File: config.mk
export PLATFORM = sky130hd
export DESIGN_NAME = bfd_pos
export DESIGN_NICKNAME = d
export VERILOG_FILES = /design/src/rtl/bfd_pkg.sv /design/src/rtl/bfd_pos.sv
export SDC_FILE = /design/constraint.sdc
export NUM_CORES = 1
export LEC_CHECK = 0
export ABC_AREA = 1
export BUFFER_PORTS_ARGS = -buffer_cell sky130_fd_sc_hd__clkbuf_2
export CAP_MARGIN = 20
export CORE_ASPECT_RATIO = 1.2
export CORE_MARGIN = 1.5
export CORE_UTILIZATION = 65
export DETAILED_ROUTE_END_ITERATION = 7
export PLACE_DENSITY = 0.85
export RECOVER_POWER = 50
export SETUP_SLACK_MARGIN = 0.2
export SKIP_CTS_REPAIR_TIMING = 1
export SLEW_MARGIN = 40
export SYNTH_ARGS = -nofsm -noshare
export SYNTH_HDL_FRONTEND = slang
export SYNTH_SLANG_ARGS = --single-unit
File: constraint.sdc
create_clock -name clk -period 8.4 [get_ports clk]
set_input_delay 0.42 -clock clk [delete_from_list [all_inputs] [get_ports clk]]
set_output_delay 0.42 -clock clk [all_outputs]
set_load 0.005 [all_outputs]
File: src/rtl/bfd_pkg.sv
// ---------------------------------------------------------------------------
// bfd_pkg: shared types and constants of the box filter downscaler
// Register indexes, field widths and the request records between the
// position tracker, the accumulator memory and the divider.
// ---------------------------------------------------------------------------
package bfd_pkg;

	localparam int DEF_MAX_DIM = 4096;
	localparam int REG_W = 13;
	localparam int POS_W = 12;
	localparam int CH_W = 8;
	localparam int SUM_W = 32;
	localparam int CNT_W = 24;

	localparam logic [2:0] REG_SRC_W = 3'd0;
	localparam logic [2:0] REG_SRC_H = 3'd1;
	localparam logic [2:0] REG_DST_W = 3'd2;
	localparam logic [2:0] REG_DST_H = 3'd3;
	localparam logic [2:0] REG_BOX_W = 3'd4;
	localparam logic [2:0] REG_BOX_H = 3'd5;

	typedef struct packed {
		logic [CH_W-1:0] blue;
		logic [CH_W-1:0] green;
		logic [CH_W-1:0] red;
	} pix_t;

	typedef struct packed {
		logic [SUM_W-1:0] blue;
		logic [SUM_W-1:0] green;
		logic [SUM_W-1:0] red;
		logic [CNT_W-1:0] cnt;
	} acc_t;

	typedef struct packed {
		logic [POS_W-1:0] x;
		logic [POS_W-1:0] y;
		logic             fend;
	} tag_t;

endpackage

File: src/rtl/bfd_pos.sv
// ---------------------------------------------------------------------------
// bfd_pos: source and destination position tracker
// Walks the source raster and keeps the destination column and row with
// incremental remainders, flagging the last pixel of each column group and
// row band. The per-pixel steps dw/sw and dh/sh are divided out after each
// restart or reset, before the first pixel can arrive.
// ---------------------------------------------------------------------------
module bfd_pos
	import bfd_pkg::*;
(
	input  logic             clk,
	input  logic             arst_n,
	input  logic             restart,
	input  logic             adv,
	input  logic [REG_W-1:0] sw,
	input  logic [REG_W-1:0] sh,
	input  logic [REG_W-1:0] dw,
	input  logic [REG_W-1:0] dh,
	output logic [REG_W-1:0] dx,
	output logic [REG_W-1:0] dy,
	output logic             last_col,
	output logic             last_row,
	output logic             last_x,
	output logic             last_y
);

	logic [REG_W-1:0] sx_q, sy_q;
	logic [REG_W-1:0] dx_q, dy_q;
	logic [REG_W-1:0] ex_q, ey_q;
	logic [REG_W:0]   ex_s, ey_s;
	logic             cx, cy;
	logic [REG_W-1:0] qx_q, qy_q;
	logic [REG_W-1:0] rx_q, ry_q;
	logic             ld_q, run_q;
	logic [3:0]       cnt_q;
	logic [REG_W:0]   rxn, ryn;

	// step quotient and remainder: dw/sw and dh/sh, one bit per cycle
	assign rxn = {rx_q, qx_q[REG_W-1]};
	assign ryn = {ry_q, qy_q[REG_W-1]};

	always_ff @(posedge clk or negedge arst_n) begin
		if (!arst_n) begin
			ld_q <= 1'b1; run_q <= 1'b0; cnt_q <= '0;
			qx_q <= '0; qy_q <= '0; rx_q <= '0; ry_q <= '0;
		end else if (restart) begin
			ld_q <= 1'b1; run_q <= 1'b0;
		end else if (ld_q) begin
			ld_q <= 1'b0; run_q <= 1'b1; cnt_q <= '0;
			qx_q <= dw; qy_q <= dh; rx_q <= '0; ry_q <= '0;
		end else if (run_q) begin
			cnt_q <= cnt_q + 1'b1;
			if (cnt_q == 4'(REG_W - 1)) run_q <= 1'b0;
			if (rxn >= {1'b0, sw}) begin
				rx_q <= REG_W'(rxn - {1'b0, sw});
				qx_q <= {qx_q[REG_W-2:0], 1'b1};
			end else begin
				rx_q <= rxn[REG_W-1:0];
				qx_q <= {qx_q[REG_W-2:0], 1'b0};
			end
			if (ryn >= {1'b0, sh}) begin
				ry_q <= REG_W'(ryn - {1'b0, sh});
				qy_q <= {qy_q[REG_W-2:0], 1'b1};
			end else begin
				ry_q <= ryn[REG_W-1:0];
				qy_q <= {qy_q[REG_W-2:0], 1'b0};
			end
		end
	end

	// next remainder: e + step remainder; both below s, so at most one carry
	assign ex_s = {1'b0, ex_q} + {1'b0, rx_q};
	assign ey_s = {1'b0, ey_q} + {1'b0, ry_q};
	assign cx = ex_s >= {1'b0, sw};
	assign cy = ey_s >= {1'b0, sh};

	assign last_x = (sx_q + 1'b1) == sw;
	assign last_y = (sy_q + 1'b1) == sh;
	assign last_col = last_x || cx || (qx_q != '0);
	assign last_row = last_y || cy || (qy_q != '0);
	assign dx = dx_q;
	assign dy = dy_q;

	always_ff @(posedge clk or negedge arst_n) begin
		if (!arst_n) begin
			sx_q <= '0; sy_q <= '0; dx_q <= '0; dy_q <= '0; ex_q <= '0; ey_q <= '0;
		end else if (restart) begin
			sx_q <= '0; sy_q <= '0; dx_q <= '0; dy_q <= '0; ex_q <= '0; ey_q <= '0;
		end else if (adv) begin
			if (last_x) begin
				sx_q <= '0; dx_q <= '0; ex_q <= '0;
				if (last_y) begin
					sy_q <= '0; dy_q <= '0; ey_q <= '0;
				end else begin
					sy_q <= sy_q + 1'b1;
					dy_q <= dy_q + qy_q + REG_W'(cy);
					ey_q <= cy ? REG_W'(ey_s - {1'b0, sh}) : ey_s[REG_W-1:0];
				end
			end else begin
				sx_q <= sx_q + 1'b1;
				dx_q <= dx_q + qx_q + REG_W'(cx);
				ex_q <= cx ? REG_W'(ex_s - {1'b0, sw}) : ex_s[REG_W-1:0];
			end
		end
	end

`ifndef SYNTH
	a_sx_range: assert property (@(posedge clk) disable iff (!arst_n)
		sx_q < sw || $past(restart) || !$stable(sw)) else $error("column out of range");
	a_ex_range: assert property (@(posedge clk) disable iff (!arst_n)
		ex_q < sw || !$stable(sw) || !$stable(dw)) else $error("remainder out of range");
	a_no_adv_div: assert property (@(posedge clk) disable iff (!arst_n)
		adv |-> !ld_q && !run_q) else $error("advance before step is ready");
`endif

endmodule

==> impl_metrics.yaml <==
status:
  status: "finished, violations left"
  violations: "capacitance limit, slew limit"
setup_path:
  startpoint_type: "flop"
  cp.required_ns: 8.72
  crit_type: "flop to flop"
  timing.rr.start: "rx_q[0]$_DFFE_PN0P_"
  cpMaxStageDelayCell: "nand2_1"
  cp_max_fo: 14
  critical_path.most_common_cell: "nand2_1"
  slowest_delay_ns: 0.47
  r2r_slack_ns: 2.70
  reg2reg_depth: 27
  r2r_end: "dx[10]$_DFFE_PN0P_"
  cp-end-kind: "flop"
  cp.arrival_ns: 6.02
yosys:
  yosys.area_share.simple: 0.351
  synth-compound-area-share: 0.126
  synth_cell_type_count: 45
  synthTopCellsByArea: "dfrtp_1 27%, nand2_1 18%, ha_1 10%"
  synth_seq_area_share: 0.269
  synth_top_family_by_area: "simple AND/OR/NAND/NOR gates"
  synth_nets: 2089
  synth.cell_area_um2: 12600
  synth_top_cell_area_share: 0.267
  synth-seq-cells: 136
  synthTopCellsByCount: "616 x nand2_1, 210 x inv_1, 186 x nand3_1, 151 x nor2_1, 135 x dfrtp_1"
  synth.most_common_cell: "nand2_1"
  synthAdderAreaFrac: 0.119
  synthArstFlopShare: 1.00
  yosys.area_share.xor_xnor: 0.0548
  synthMuxAreaShare: 0
  synthFlopType: "dfrtp_1"
  syn_inst: 1919
  ys_warn_count: 0
  yosysTopAreaCell: "dfrtp_1"
  synth_edf_count: 0
  syn_avg_cell_area_um2: 6.59
timing:
  min_period_ns: 5.70
  period_share: 0.678
  tightest_slew_ns: 3.70
  rsz0062_at_grt: "no"
  slew_viol_final: 121
  final-hold-violation-count: 0
  fin_skew_ns: 0.0114
  final.setup.tns_ns: 0
  setup_slack_ns: 2.70
  whs_ns: 0.226
  fmax_mhz: 176
  max_slew_margin: -1.47
  setup_viol: 0
clocking:
  clk_pin_slew_worst_paths_ns: 0.07
  cts_tree: "built"
  clkLatencyLatePin_ns: 0.43
  cts_buffers: 17
  numClockSinks: 136
  htreeDepth: 4
  cts_root_buf: "clkbuf_16"
  cts_buffer_depth: 2
pwr:
  leakagePower_nw: 7.31
  p_clk_frac: 0.147
  ir_drop_mv: 0.273
  p_per_area_nw_per_um2: 347
  p_sw_mw: 2.41
  p_comb_frac: 0.635
  p_int_mw: 2.38
  pwr-share-seq: 0.218
  switching_share: 0.504
die:
  row_count: 55
  die_h_um: 156
  fp.coreArea_um2: 18900
  boundaryPins: 86
  die_w_um: 130
  start_util: 0.668
  die-area_um2: 20300
drt:
  vias: 13100
  first_pass_iters: 5
  ant_nets: 0
  wirelength_um: 37100
  route.detailed.wl_per_inst_um: 16.5
  drt_iter0_drc: 1078
  via_per_inst: 5.82
  drc: 0
cells_and_area:
  n_antenna_cell: 0
  synthToLayoutAreaGrowth_pct: 9.10
  nFillCells: 1613
  nets: 2152
  drive_gt1_frac: 0.0687
  stdcell_count: 2251
  stdcell_area_um2: 13800
worst_hold_path:
  hold_start: "dw[9]"
  hold_path_class: "input port to flop"
  holdPathStages: 3
  hold_path_end: "qx_q[9]$_DFFE_PN0P_"
job:
  cap_violations: 2
global_routing:
  grt_pass1_vias: 12600
  antenna_found_initial: 0
  grt_usage: 0.379
  grt_pass1_wl_um: 60200
  grt-ovfl-total: 0
  grt_max_degree: 79
placement:
  placed_area_um2: 13300
  dp_slack_ns: 2.80
  io_buffers: 85
  dp_hpwl_um: 28200
  place_congestion: 0.934
  dp_cells: 2219
-- flip-flops by register name, indices dropped and copies added, names as in the netlist --
signal,flops
dx,13
dy,13
ex_q,13
ey_q,13
qx_q,13
qy_q,13
rx_q,13
ry_q,13
sx_q,13
sy_q,13
cnt_q,4
ld_q,1
run_q,1
-- per-stage QoR --
stage	total power, mW	util
after global placement	3.96	0.700
after CTS	4.75	0.730
final	4.79	0.729
after floorplan	3.29	-
after detailed placement	4.02	0.701
after global routing	5.23	0.729
-- per-layer routing --
| metal | vias to the layer above | global-route usage | routed length (um) |
|---|---|---|---|
| met5 | - | 0 | 0 |
| met4 | 0 | 0.228 | 2170 |
| met3 | 123 | 0.0597 | 2220 |
| met2 | 519 | 0.630 | 17600 |
| met1 | 6024 | 0.457 | 15100 |
| li1 | 6441 | - | - |
-- cells in the final DEF (no fill, tap or decap), types with 34 or more instances in the layout --
cell type	n
ha_1	104
xnor2_1	34
clkbuf_2	74
inv_1	209
dfrtp_1	135
nand3_1	184
a21oi_1	87
o21ai_0	99
nand4_1	36
xor2_1	45
nand2_1	616
nor2_1	148
-- cell families after synthesis --
group	after synthesis
buffers and inverters	261
xor gates and xnor gates	79
adders and majority gates	114
DFF	136
AOI/OAI and AO/OA	282
and+or+nand+nor	1047
-- final cells by class --
cell class / instances / area, um2 / share of cell area
clock buffers: 20 / 447 / 0.0324
repair buffers: 93 / 472 / 0.0342
multi-input cells: 1522 / 8250 / 0.599
clock inverters: 12 / 96.3 / 0.00699
flip-flops and latches: 136 / 3400 / 0.247
well taps: 256 / 320 / 0.0232
inverters: 212 / 796 / 0.0577
-- power groups by stage --
stage	clock network (mW)	logic [mW]	registers (mW)
after detailed placement	0	2.97	1.04
after floorplan	0	2.32	0.975
after CTS	0.708	3.00	1.04
after global placement	0	2.93	1.03
final	0.703	3.04	1.04
after global routing	0.736	3.43	1.06
-- critical path, delay by kind of cell, from the launching register on --
family	cells	cell delay, ns
AO/OA/AOI/OAI	3	0.86
XOR/XNOR	2	0.34
adder cells (fa/ha/maj)	5	1.91
buffers and inverters	3	0.26
flip-flops	1	0.45
AND/OR/NAND/NOR	14	1.76
-- worst max-delay path by stage --
stage | from | endpoint | cells past startpoint
5_1_grt | rx_q[0]$_DFFE_PN0P_ | dx[10]$_DFFE_PN0P_ | 27
3_5_place_dp | rx_q[0]$_DFFE_PN0P_ | dx[10]$_DFFE_PN0P_ | 27
2_1_floorplan | rx_q[0]$_DFFE_PN0P_ | dx[10]$_DFFE_PN0P_ | 28
6_report | rx_q[0]$_DFFE_PN0P_ | dx[10]$_DFFE_PN0P_ | 27
3_3_place_gp | rx_q[0]$_DFFE_PN0P_ | dx[10]$_DFFE_PN0P_ | 27
4_1_cts | rx_q[0]$_DFFE_PN0P_ | dx[10]$_DFFE_PN0P_ | 27
Power figures use the tool's default switching activity.
