--- src/rtl/bfd_pkg.sv ---
// ---------------------------------------------------------------------------
// bfd_pkg: shared types and constants of the box filter downscaler
// Register indexes, field widths and the request records between the
// position tracker, the accumulator memory and the divider.
// ---------------------------------------------------------------------------
package bfd_pkg;

	localparam int DEF_MAX_DIM = 4096;
	localparam int REG_W = 13;
	localparam int POS_W = 12;
	localparam int CH_W = 8;
	localparam int SUM_W = 32;
	localparam int CNT_W = 24;

	localparam logic [2:0] REG_SRC_W = 3'd0;
	localparam logic [2:0] REG_SRC_H = 3'd1;
	localparam logic [2:0] REG_DST_W = 3'd2;
	localparam logic [2:0] REG_DST_H = 3'd3;
	localparam logic [2:0] REG_BOX_W = 3'd4;
	localparam logic [2:0] REG_BOX_H = 3'd5;

	typedef struct packed {
		logic [CH_W-1:0] blue;
		logic [CH_W-1:0] green;
		logic [CH_W-1:0] red;
	} pix_t;

	typedef struct packed {
		logic [SUM_W-1:0] blue;
		logic [SUM_W-1:0] green;
		logic [SUM_W-1:0] red;
		logic [CNT_W-1:0] cnt;
	} acc_t;

	typedef struct packed {
		logic [POS_W-1:0] x;
		logic [POS_W-1:0] y;
		logic             fend;
	} tag_t;

endpackage

--- src/rtl/bfd_div.sv ---
// ---------------------------------------------------------------------------
// bfd_div: sequential averaging divider
// Restoring division of the three channel sums by the count, one quotient
// bit per cycle, the three channels in parallel.
// ---------------------------------------------------------------------------
module bfd_div
	import bfd_pkg::*;
(
	input  logic              clk,
	input  logic              arst_n,
	input  logic              start,
	input  acc_t              acc,
	input  tag_t              tag_in,
	output logic              busy,
	output logic              done,
	output pix_t              avg,
	output tag_t              tag_out
);

	localparam int STEP_W = $clog2(SUM_W + 1);

	logic [STEP_W-1:0] step_q;
	logic              busy_q;
	logic              done_q;
	logic [SUM_W-1:0]  qb_q, qg_q, qr_q;
	logic [CNT_W:0]    rb_q, rg_q, rr_q;
	logic [CNT_W-1:0]  d_q;
	tag_t              tag_q;

	logic [CNT_W:0] rb_n, rg_n, rr_n;
	logic [CNT_W:0] db;

	assign db = {1'b0, d_q};
	assign rb_n = {rb_q[CNT_W-1:0], qb_q[SUM_W-1]};
	assign rg_n = {rg_q[CNT_W-1:0], qg_q[SUM_W-1]};
	assign rr_n = {rr_q[CNT_W-1:0], qr_q[SUM_W-1]};

	always_ff @(posedge clk or negedge arst_n) begin
		if (!arst_n) begin
			busy_q <= 1'b0;
			done_q <= 1'b0;
			step_q <= '0;
		end else begin
			done_q <= 1'b0;
			if (start && !busy_q) begin
				busy_q <= 1'b1;
				step_q <= '0;
			end else if (busy_q) begin
				step_q <= step_q + 1'b1;
				if (step_q == STEP_W'(SUM_W - 1)) begin
					busy_q <= 1'b0;
					done_q <= 1'b1;
				end
			end
		end
	end

	always_ff @(posedge clk) begin
		if (start && !busy_q) begin
			qb_q <= acc.blue;
			qg_q <= acc.green;
			qr_q <= acc.red;
			rb_q <= '0;
			rg_q <= '0;
			rr_q <= '0;
			d_q <= (acc.cnt == '0) ? CNT_W'(1) : acc.cnt;
			tag_q <= tag_in;
		end else if (busy_q) begin
			if (rb_n >= db) begin
				rb_q <= rb_n - db;
				qb_q <= {qb_q[SUM_W-2:0], 1'b1};
			end else begin
				rb_q <= rb_n;
				qb_q <= {qb_q[SUM_W-2:0], 1'b0};
			end
			if (rg_n >= db) begin
				rg_q <= rg_n - db;
				qg_q <= {qg_q[SUM_W-2:0], 1'b1};
			end else begin
				rg_q <= rg_n;
				qg_q <= {qg_q[SUM_W-2:0], 1'b0};
			end
			if (rr_n >= db) begin
				rr_q <= rr_n - db;
				qr_q <= {qr_q[SUM_W-2:0], 1'b1};
			end else begin
				rr_q <= rr_n;
				qr_q <= {qr_q[SUM_W-2:0], 1'b0};
			end
		end
	end

	assign busy = busy_q;
	assign done = done_q;
	assign avg = '{blue: qb_q[CH_W-1:0], green: qg_q[CH_W-1:0], red: qr_q[CH_W-1:0]};
	assign tag_out = tag_q;

`ifndef SYNTH
	a_done_after_busy: assert property (@(posedge clk) disable iff (!arst_n)
		done |-> $past(busy)) else $error("done without busy");
	a_no_busy_done: assert property (@(posedge clk) disable iff (!arst_n)
		done |-> !busy) else $error("done while busy");
	a_start_holds: assert property (@(posedge clk) disable iff (!arst_n)
		$rose(busy) |-> step_q == '0) else $error("step not cleared");
`endif

endmodule

--- config.mk ---
export PLATFORM = sky130hd
export DESIGN_NAME = bfd_div
export DESIGN_NICKNAME = d
export VERILOG_FILES = /design/src/rtl/bfd_pkg.sv /design/src/rtl/bfd_div.sv
export SDC_FILE = /design/constraint.sdc
export NUM_CORES = 1
export LEC_CHECK = 0
export BUFFER_PORTS_ARGS = -buffer_cell sky130_fd_sc_hd__buf_2
export CORE_UTILIZATION = 40
export DETAILED_ROUTE_END_ITERATION = 10
export PLACE_DENSITY = 0.65
export SLEW_MARGIN = 0
export SYNTH_ARGS = -nofsm -noshare
export SYNTH_HDL_FRONTEND = slang
export SYNTH_SLANG_ARGS = --single-unit
--- constraint.sdc ---
create_clock -name clk -period 5.3 [get_ports clk]
set_input_delay 0.53 -clock clk [delete_from_list [all_inputs] [get_ports clk]]
set_output_delay 0.53 -clock clk [all_outputs]
set_load 0.05 [all_outputs]
==> results.yml, run 1 <==
run_status:
  status: "finished clean"
power_and_ir_drop:
  switching_share_pct: 41.3
  p_per_area_mw_per_mm2: 673
  ir_worst_vdd_uv: 361
  comb_power_share_pct: 49.8
  power_frac_clock_pct: 18.9
  power.total_mw: 10.3
  seq_power_share_pct: 31.2
  p_switching_mw: 4.27
  leakagePower_nw: 6.82
  p_int_mw: 6.07
global_route:
  grt_overflow: 0
  antenna_found_initial: 1
  grt_max_degree: 88
  grt_usage_pct: 21.2
  grt_pass1_vias: 10900
  grt_pass1_wl_um: 57200
worst_setup_path:
  end_kind: "flip-flop"
  required_ns: 5.68
  critPathBufInv: 2
  start_kind: "flip-flop"
  worst-path-max-fanout: 14
  cpMaxStageDelayCell: "or2_1"
  path_class: "flip-flop to flip-flop"
  max_stage_delay_ns: 0.54
  worstPathArrival_ns: 3.96
  path_delay_family: "compound AO/OA/AOI/OAI gates"
  ff2ff_setup_slack_ns: 1.72
  path_cells: "inv_1, ha_1, nor2b_1, o31a_1, o311ai_4, o21ai_4, a211oi_2, or2_1, buf_4, mux2i_1, o21ai_0"
timing:
  drv_slew: 0
  finalSetupViolations: 0
  max_freq_ghz: 0.279
  rsz0062_at_grt: "false"
  hold_viol: 0
  skew_ns: 0.0127
  post-route-period-util_pct: 67.5
  tightest_slew_ns: 0.999
  tns_ns: 0
  post-route-min-period_ns: 3.58
  max-slew-margin-rel_pct: 33.4
min_path:
  hold_class: "input port to flip-flop"
drt:
  wl_per_cell_um: 17.6
  vias_per_cell: 5.49
  initialDrtViolationCount: 858
  drt_wl_total_um: 36200
  drcViolationCount: 0
  drt_first_pass_iters: 5
  num_vias: 11300
  antenna_left: 0
logic_synthesis:
  synth_xor_area_share_pct: 3.41
  ys_types: 84
  synth_fa_ha_area_share_pct: 7.30
  netlist_area_mm2: 0.0133
  synth_top_family_by_area: "simple AND/OR/NAND/NOR gates"
  synth_edf_count: 145
  synthFlopType: "edfxtp_1"
  synthMuxAreaShare_pct: 2.18
  syn_nets: 1685
  synth_seq_cells: 225
  seq_area_frac_synth_pct: 45.0
  synth_simple_gate_area_share_pct: 18.9
  netlist_instances: 1461
  yosysWarningCount: 0
  synth_compound_area_share_pct: 17.5
  async_reset_ff_share_pct: 3.56
  syn_avg_cell_area_um2: 9.13
flow_run:
  max_cap_violations: 0
clocking:
  cts-buffers-inserted: 26
  clkSlewWorstSetupHoldPaths_ns: 0.06
  cts_tree: "built"
  cts-root-buf: "clkbuf_16"
  htree_levels: 1
  clk_latency_ns: 0.54
  cts_buffer_depth: 3
  cts_sinks: 225
placed_design:
  io_buffers: 198
  gp_congestion: 0.968
  place_hpwl_um: 25700
floorplan:
  core-area_mm2: 0.0327
  io_pins: 199
  die-area_mm2: 0.0341
  start_util_pct: 40.8
  die_h_um: 185
  fp.dieW_um: 185
  num_rows: 66
cells_and_area:
  synthToLayoutAreaGrowth_pct: 15.2
  drive_gt1_share_pct: 17.4
  fin_nets: 1811
  fillers: 3211
  antenna_cells: 0
-- final timing paths --
check | startpoint | to | depth (start not counted)
setup / recovery | d_q[1]$_SDFFCE_PN0P_ | rb_q[8]$_SDFFE_PP0P_ | 11
hold / removal | tag_in[3] | tag_out[3]$_DFFE_PP_ | 1
setup reg to reg | d_q[1]$_SDFFCE_PN0P_ | rb_q[8]$_SDFFE_PP0P_ | 11
hold reg to reg | rb_q[13]$_SDFFE_PP0P_ | rb_q[13]$_SDFFE_PP0P_ | 2
max in group asynchronous | arst_n | busy$_DFF_PN0_ | 2
min in group asynchronous | arst_n | done$_DFF_PN0_ | 2
-- stage by stage --
| stage | worst slack (ns) | instance area (um^2) | util [%] | hold WS, ns | instances |
|---|---|---|---|---|---|
| floorplan | 1.89 | 13300 | - | 0.234 | 1461 |
| global placement | 1.88 | 14400 | 44.1 | 0.380 | 2000 |
| detailed placement | 1.77 | 14400 | 44.1 | 0.382 | 2000 |
| CTS | 1.76 | 15400 | 47.0 | 0.145 | 2049 |
| global route | 1.45 | 15400 | 47.0 | 0.152 | 2049 |
| finish | 1.72 | 15400 | 47.0 | 0.161 | 2049 |
-- cells by family after synthesis --
logic type | Yosys count
DFF | 225
AOI/OAI and AO/OA | 335
xor gates and xnor gates | 52
muxes | 29
adders and majority gates | 76
and+or+nand+nor | 580
buffers and inverters | 164
-- power by group through the flow --
stage / Clock [mW] / Sequential, mW / Combinational, mW
global route: 2.07 / 3.31 / 5.68
CTS: 2.00 / 3.22 / 5.10
floorplan: 0 / 3.12 / 4.20
finish: 1.96 / 3.23 / 5.15
global placement: 0 / 3.23 / 5.00
detailed placement: 0 / 3.24 / 5.09
-- cells in the mapped netlist, types with 6 or more instances --
| library cell | n | share of area [%] |
|---|---|---|
| o211ai_1 | 18 | 1.0 |
| or3_1 | 6 | 0.28 |
| nand4_1 | 12 | 0.56 |
| inv_1 | 52 | 1.5 |
| o21ai_0 | 73 | 2.7 |
| buf_1 | 6 | 0.17 |
| a21oi_1 | 66 | 2.5 |
| o21bai_1 | 7 | 0.39 |
| xnor2_1 | 35 | 2.3 |
| nand2b_1 | 8 | 0.38 |
| nand2_1 | 382 | 11 |
| buf_2 | 6 | 0.23 |
| edfxtp_1 | 145 | 33 |
| ha_1 | 73 | 6.8 |
| clkbuf_1 | 70 | 2.0 |
| nor2_1 | 51 | 1.4 |
| o21ai_1 | 13 | 0.49 |
| a31oi_1 | 11 | 0.52 |
| nand3_1 | 24 | 0.90 |
| dfxtp_1 | 72 | 11 |
| nor2b_1 | 13 | 0.61 |
| dfrtp_1 | 8 | 1.5 |
| a221o_1 | 7 | 0.53 |
| mux2i_1 | 29 | 2.2 |
| a211oi_1 | 9 | 0.51 |
| nor3_1 | 29 | 1.1 |
| and3_1 | 17 | 0.80 |
| a21o_1 | 31 | 1.7 |
| xor2_1 | 17 | 1.1 |
| o21a_1 | 14 | 0.79 |
| nor4_1 | 11 | 0.52 |
| a211o_1 | 9 | 0.59 |
| buf_4 | 27 | 1.5 |
-- repair_timing --
item | 4_1_cts | 5_1_grt
gates resized for setup | 0 | 0
buffers inserted | 0 | 0
hold buffers | 1 | 0
endpoints found under the setup margin | 0 | 0
endpoints found under the hold margin | 8 | 0
-- layer usage --
metal | global-route usage, % | part of all wire, %
met1 | 27.9 | 43
met2 | 34.2 | 46
met3 | 5.10 | 8.7
met4 | 6.23 | 2.4
met5 | 0 | 0
-- final cells by class --
type / instances / area (um^2) / area share [%]
inverter: 52 / 200 / 1.30
clock inverter: 13 / 199 / 1.29
multi-input combinational: 1072 / 6600 / 42.9
sequential: 225 / 6000 / 39.0
tap: 442 / 553 / 3.60
timing repair buffer: 210 / 1080 / 7.05
clock buffer: 35 / 736 / 4.79
-- cells in the final DEF (no fill, tap or decap), types with 6 or more instances in the layout --
master / synthesis / routed
nand2_1: 382 / 381
buf_2: 6 / 198
edfxtp_1: 145 / 145
o21ai_0: 73 / 73
ha_1: 73 / 73
dfxtp_1: 72 / 72
a21oi_1: 66 / 66
nor2_1: 51 / 50
inv_1: 52 / 49
xnor2_1: 35 / 35
a21o_1: 31 / 31
nor3_1: 29 / 29
mux2i_1: 29 / 29
clkbuf_16: 0 / 27
nand3_1: 24 / 24
o211ai_1: 18 / 18
and3_1: 17 / 17
xor2_1: 17 / 17
o21a_1: 14 / 14
nor2b_1: 13 / 13
o21ai_1: 13 / 13
nand4_1: 12 / 12
a31oi_1: 11 / 11
nor4_1: 11 / 11
buf_4: 27 / 11
a211o_1: 9 / 9
a211oi_1: 9 / 9
nand2b_1: 8 / 8
o21bai_1: 7 / 7
a221o_1: 7 / 7
dfrtp_1: 8 / 7
or3_1: 6 / 6
-- state kept, by name, indices dropped and copies added (netlist names) --
name	cells
qb_q	32
qg_q	32
qr_q	32
tag_out	25
d_q	24
rb_q	24
rg_q	24
rr_q	24
step_q	6
busy	1
done	1
No activity file was read; power rests on OpenSTA's default activity.
==> run 2, diff against run 1 <==
==> constraint.sdc (replaced) <==
create_clock -name clk -period 3.6 [get_ports clk]
set_input_delay 0.36 -clock clk [delete_from_list [all_inputs] [get_ports clk]]
set_output_delay 0.36 -clock clk [all_outputs]
set_load 0.05 [all_outputs]
==> results.yml, run 2 (synthesis gave the netlist of run 1 again) <==
flow_run:
  max_cap_violations: 0
drt:
  wl_per_cell_um: 17.3
  wirelength_met1_um: 15300
  drt_wl_total_um: 36100
  wl_met3_um: 3160
  top_layer: "met5"
  num_vias: 11200
  wl_met2_um: 17000
  antenna_left: 0
  vias_per_cell: 5.38
  drcViolationCount: 0
  initialDrtViolationCount: 619
  drt_first_pass_iters: 5
floorplan:
  num_rows: 66
  die-area_mm2: 0.0341
  core-area_mm2: 0.0327
  fp.dieW_um: 185
  die_h_um: 185
  start_util_pct: 40.8
  io_pins: 199
power_and_ir_drop:
  seq_power_share_pct: 31.4
  leakagePower_nw: 6.96
  p_int_mw: 8.84
  power_frac_clock_pct: 18.4
  p_switching_mw: 6.24
  comb_power_share_pct: 50.2
  power.total_mw: 15.1
  switching_share_pct: 41.4
  p_per_area_mw_per_mm2: 961
  ir_worst_vdd_uv: 689
worst_setup_path:
  path_class: "flip-flop to flip-flop"
  max_stage_delay_ns: 0.72
  worstPathArrival_ns: 3.74
  required_ns: 4.05
  path_cells: "inv_1, ha_1, nor2b_1, o21ai_1, a311oi_1, nor3_2, a211oi_2, o211a_1, o21ai_0, o221ai_1"
  start_kind: "flip-flop"
  cpMaxStageDelayCell: "o211a_1"
  end_kind: "flip-flop"
  worst-path-max-fanout: 21
timing:
  drv_slew: 0
  max_freq_ghz: 0.304
  setup_ws_ns: 0.312
  max-slew-margin-rel_pct: 39.4
  post-route-min-period_ns: 3.29
  fin_hold_ws_ns: 0.0187
  skew_ns: 0.0211
  hold_viol: 0
  tns_ns: 0
  post-route-period-util_pct: 91.3
  tightest_slew_ns: 0.900
  rsz0062_at_grt: "false"
  finalSetupViolations: 0
clocking:
  post_cts_buffers: 0
  cts_sinks: 225
  cts_resized: 0
  cts-root-buf: "clkbuf_16"
  cts_tree: "built"
  clk_latency_ns: 0.54
  htree_levels: 1
  clkSlewWorstSetupHoldPaths_ns: 0.06
  cts_buffer_depth: 3
  cts-buffers-inserted: 27
cells_and_area:
  post-route-util_pct: 48.0
  fin_nets: 1848
  antenna_cells: 0
  fillers: 3178
  final_common_cell: "nand2_1"
  drive_gt1_share_pct: 17.3
  reg.largest.list: "qb_q: 32 flops, qg_q: 32 flops, qr_q: 32 flops"
  layout_common_cells: "381 x nand2_1, 198 x buf_2, 145 x edfxtp_1"
  synthToLayoutAreaGrowth_pct: 17.7
  post-route-cell-area_mm2: 0.0157
  fin_cells: 2087
min_path:
  hold_class: "input port to flip-flop"
placed_design:
  place_hpwl_um: 25400
  place_ws_ns: 0.371
  placed_cell_area_mm2: 0.0145
  post-place-cells: 2005
  io_buffers: 198
  gp_congestion: 0.942
global_route:
  antenna_found_initial: 1
  grt_usage_pct: 21.1
  grt_max_degree: 94
  grt_pass1_vias: 11000
  grt_overflow: 0
  grt_pass1_wl_um: 57200
run_status:
  status: "finished clean"
==> run 2: path summary, 6_finish.rpt <==
check / slack [ns] / start / cells past startpoint / end
max in group asynchronous: 3.21 / arst_n / 2 / busy$_DFF_PN0_
min in group asynchronous: 0.20 / arst_n / 2 / done$_DFF_PN0_
hold reg to reg: 0.48 / rb_q[17]$_SDFFE_PP0P_ / 2 / rb_q[17]$_SDFFE_PP0P_
setup reg to reg: 0.31 / d_q[1]$_SDFFCE_PN0P_ / 10 / rr_q[21]$_SDFFE_PP0P_
setup / recovery: 0.31 / d_q[1]$_SDFFCE_PN0P_ / 10 / rr_q[21]$_SDFFE_PP0P_
hold / removal: 0.02 / acc[17] / 1 / d_q[17]$_SDFFCE_PN0P_
==> run 2: power groups by stage <==
stage | clock [mW] | combinational, mW | sequential [mW]
2_1_floorplan | 0 | 6.18 | 4.60
3_3_place_gp | 0 | 7.37 | 4.74
3_5_place_dp | 0 | 7.48 | 4.76
4_1_cts | 2.84 | 7.53 | 4.73
5_1_grt | 2.93 | 8.35 | 4.86
6_report | 2.78 | 7.57 | 4.74
==> run 2: final cells by class <==
| type | instances | area, um^2 | share of cell area, % |
|---|---|---|---|
| Multi-Input combinational cell | 1072 | 6600 | 42.0 |
| Sequential cell | 225 | 6000 | 38.2 |
| Timing Repair Buffer | 246 | 1460 | 9.28 |
| Clock buffer | 33 | 729 | 4.65 |
| Tap cell | 442 | 553 | 3.52 |
| Inverter | 52 | 200 | 1.28 |
| Clock inverter | 17 | 165 | 1.05 |
==> run 2: critical path, delay by kind of cell, from the launching register on <==
family | cells | cell delay [ns]
buffers and inverters | 1 | 0.16
flip-flops | 1 | 0.48
AND/OR/NAND/NOR | 2 | 0.29
adder cells (fa/ha/maj) | 1 | 0.31
AO/OA/AOI/OAI | 6 | 1.95
==> run 2: timing repair <==
action / in CTS / in global routing
setup endpoints to repair: 0 / 0
hold buffers: 32 / 0
endpoints found under the hold margin: 39 / 0
==> run 2: layer usage <==
metal,up-vias,track usage [%]
li1,5512,-
met1,5300,26.9
met2,366,35.7
met3,50,5.22
met4,2,5.37
met5,-,0
==> run 3, diff against run 2 <==
--- a/config.mk
+++ b/config.mk
@@ -9,6 +9,7 @@
 export CORE_UTILIZATION = 40
 export DETAILED_ROUTE_END_ITERATION = 10
 export PLACE_DENSITY = 0.65
+export REMOVE_ABC_BUFFERS = 1
 export SLEW_MARGIN = 0
 export SYNTH_ARGS = -nofsm -noshare
 export SYNTH_HDL_FRONTEND = slang
==> results.yml, run 3 (synthesis gave the netlist of run 1 again) <==
min_path:
  hold_class: "input port to flip-flop"
  min_path_cells: 1
  hold_end: "d_q[1]$_SDFFCE_PN0P_"
  hold_start: "acc[1]"
power_and_ir_drop:
  ir_worst_vdd_uv: 596
  leakagePower_nw: 7.02
  p_per_area_mw_per_mm2: 946
timing:
  post-route-min-period_ns: 3.19
  tightest_slew_ns: 1.00
  skew_ns: 0.0151
  finalSetupViolations: 0
  post-route-period-util_pct: 88.6
  max_freq_ghz: 0.314
  max-slew-margin-rel_pct: 32.6
  rsz0062_at_grt: "false"
  tns_ns: 0
  drv_slew: 0
  hold_viol: 0
cells_and_area:
  post-route-util_pct: 48.3
  fillers: 3146
  reg.largest.list: "qb_q: 32 flops, qg_q: 32 flops, qr_q: 32 flops"
  final_common_cell: "nand2_1"
  layout_common_cells: "381 x nand2_1, 198 x buf_2, 145 x edfxtp_1"
  synthToLayoutAreaGrowth_pct: 18.5
  drive_gt1_share_pct: 17.1
  fin_nets: 1864
clocking:
  htree_levels: 1
  clk_latency_ns: 0.55
  cts_tree: "built"
  post_cts_buffers: 0
  cts_sinks: 225
  cts_buffer_depth: 3
  cts-root-buf: "clkbuf_16"
  cts-buffers-inserted: 27
  clkSlewWorstSetupHoldPaths_ns: 0.05
  cts_resized: 0
global_route:
  grt_max_degree: 102
  grt_usage_pct: 21.6
  grt_pass1_vias: 10900
  grt_overflow: 0
  grt_pass1_wl_um: 58100
  antenna_found_initial: 2
drt:
  vias_per_cell: 5.39
  antenna_left: 0
  num_vias: 11300
  initialDrtViolationCount: 813
  drcViolationCount: 0
  wl_met3_um: 3040
  drt_wl_total_um: 36800
  wl_met2_um: 16400
  wirelength_met1_um: 16300
  wl_per_cell_um: 17.5
  top_layer: "met5"
  drt_first_pass_iters: 7
floorplan:
  start_util_pct: 40.8
  die-area_mm2: 0.0341
  fp.dieW_um: 185
  num_rows: 66
  die_h_um: 185
  io_pins: 199
  core-area_mm2: 0.0327
placed_design:
  place_hpwl_um: 25700
  io_buffers: 198
  gp_congestion: 0.933
worst_setup_path:
  reg2reg_depth: 10
  worst-path-max-fanout: 12
  ff2ff_setup_slack_ns: 0.41
  reg2reg_to: "rr_q[2]$_SDFFE_PP0P_"
  path_cells: "inv_1, ha_1, nor2b_1, o21ai_1, a311oi_1, nor3_2, a211oi_2, o211ai_1, nand2_1, a221o_1"
  rr_startpoint: "d_q[1]$_SDFFCE_PN0P_"
  required_ns: 4.03
  cpMaxStageDelayCell: "edfxtp_1"
  path_class: "flip-flop to flip-flop"
  end_kind: "flip-flop"
  worstPathArrival_ns: 3.62
  max_stage_delay_ns: 0.49
  path_delay_family: "compound AO/OA/AOI/OAI gates"
  critPathBufInv: 1
  start_kind: "flip-flop"
flow_run:
  max_cap_violations: 0
run_status:
  status: "finished clean"
-- run 3: cell count changes in the layout (fill, tap and decap cells not counted), sizes merged --
cell / previous run / this run
buf: 214 / 216
diode: 0 / 1
clkinvlp: 3 / 1
bufinv: 3 / 1
clkbuf: 33 / 37
dlygate4sd3: 32 / 46
-- run 3: cell type report --
| type | count | area (um^2) | share of cell area [%] |
|---|---|---|---|
| multi-input cells | 1072 | 6600 | 41.7 |
| diodes | 1 | 2.50 | 0.0158 |
| flip-flops and latches | 225 | 6000 | 37.9 |
| well taps | 442 | 553 | 3.50 |
| clock buffers | 37 | 733 | 4.64 |
| clock inverters | 13 | 104 | 0.657 |
| repair buffers | 262 | 1620 | 10.3 |
| inverters | 52 | 200 | 1.27 |
-- run 3: how the worst max path moves through the flow --
stage	start	end	slack (ns)	depth (start not counted)
2_1_floorplan	busy$_DFF_PN0_	d_q[0]$_SDFFCE_PN1P_	-3.84	3
3_3_place_gp	d_q[1]$_SDFFCE_PN0P_	rg_q[16]$_SDFFE_PP0P_	0.53	10
3_5_place_dp	d_q[1]$_SDFFCE_PN0P_	rg_q[16]$_SDFFE_PP0P_	0.46	10
4_1_cts	d_q[1]$_SDFFCE_PN0P_	rg_q[16]$_SDFFE_PP0P_	0.45	10
5_1_grt	d_q[1]$_SDFFCE_PN0P_	rb_q[5]$_SDFFE_PP0P_	0.19	11
6_report	d_q[1]$_SDFFCE_PN0P_	rr_q[2]$_SDFFE_PP0P_	0.41	10
-- run 3: per-stage QoR --
| stage | setup WS, ns | cells | total power, mW | hold WS, ns | instance area (um^2) |
|---|---|---|---|---|---|
| 2_1_floorplan | -3.84 | 1349 | 10.4 | 0.0644 | 12800 |
| 3_3_place_gp | 0.529 | 2007 | 12.1 | 0.213 | 14500 |
| 3_5_place_dp | 0.455 | 2007 | 12.3 | 0.216 | 14500 |
| 4_1_cts | 0.447 | 2103 | 15.0 | 0.00977 | 15800 |
| 5_1_grt | 0.189 | 2103 | 16.0 | 0.00963 | 15800 |
| 6_report | 0.411 | 2104 | 15.0 | 0.0283 | 15800 |
-- run 3: layer usage --
layer	track usage (%)	vias to the layer above
li1	-	5563
met1	28.1	5267
met2	34.7	436
met3	5.67	69
met4	6.80	2
met5	0	-
-- run 3: timing repair --
item,in CTS,in global routing
endpoints found under the setup margin,0,0
hold endpoints to repair,53,0
hold buffers,46,0
-- run 3: power by group --
group          total, mW  switching [mW]  internal (mW)
sequential          4.75           0.660           4.09
clock               2.60            1.10           1.50
combinational       7.61            4.49           3.13
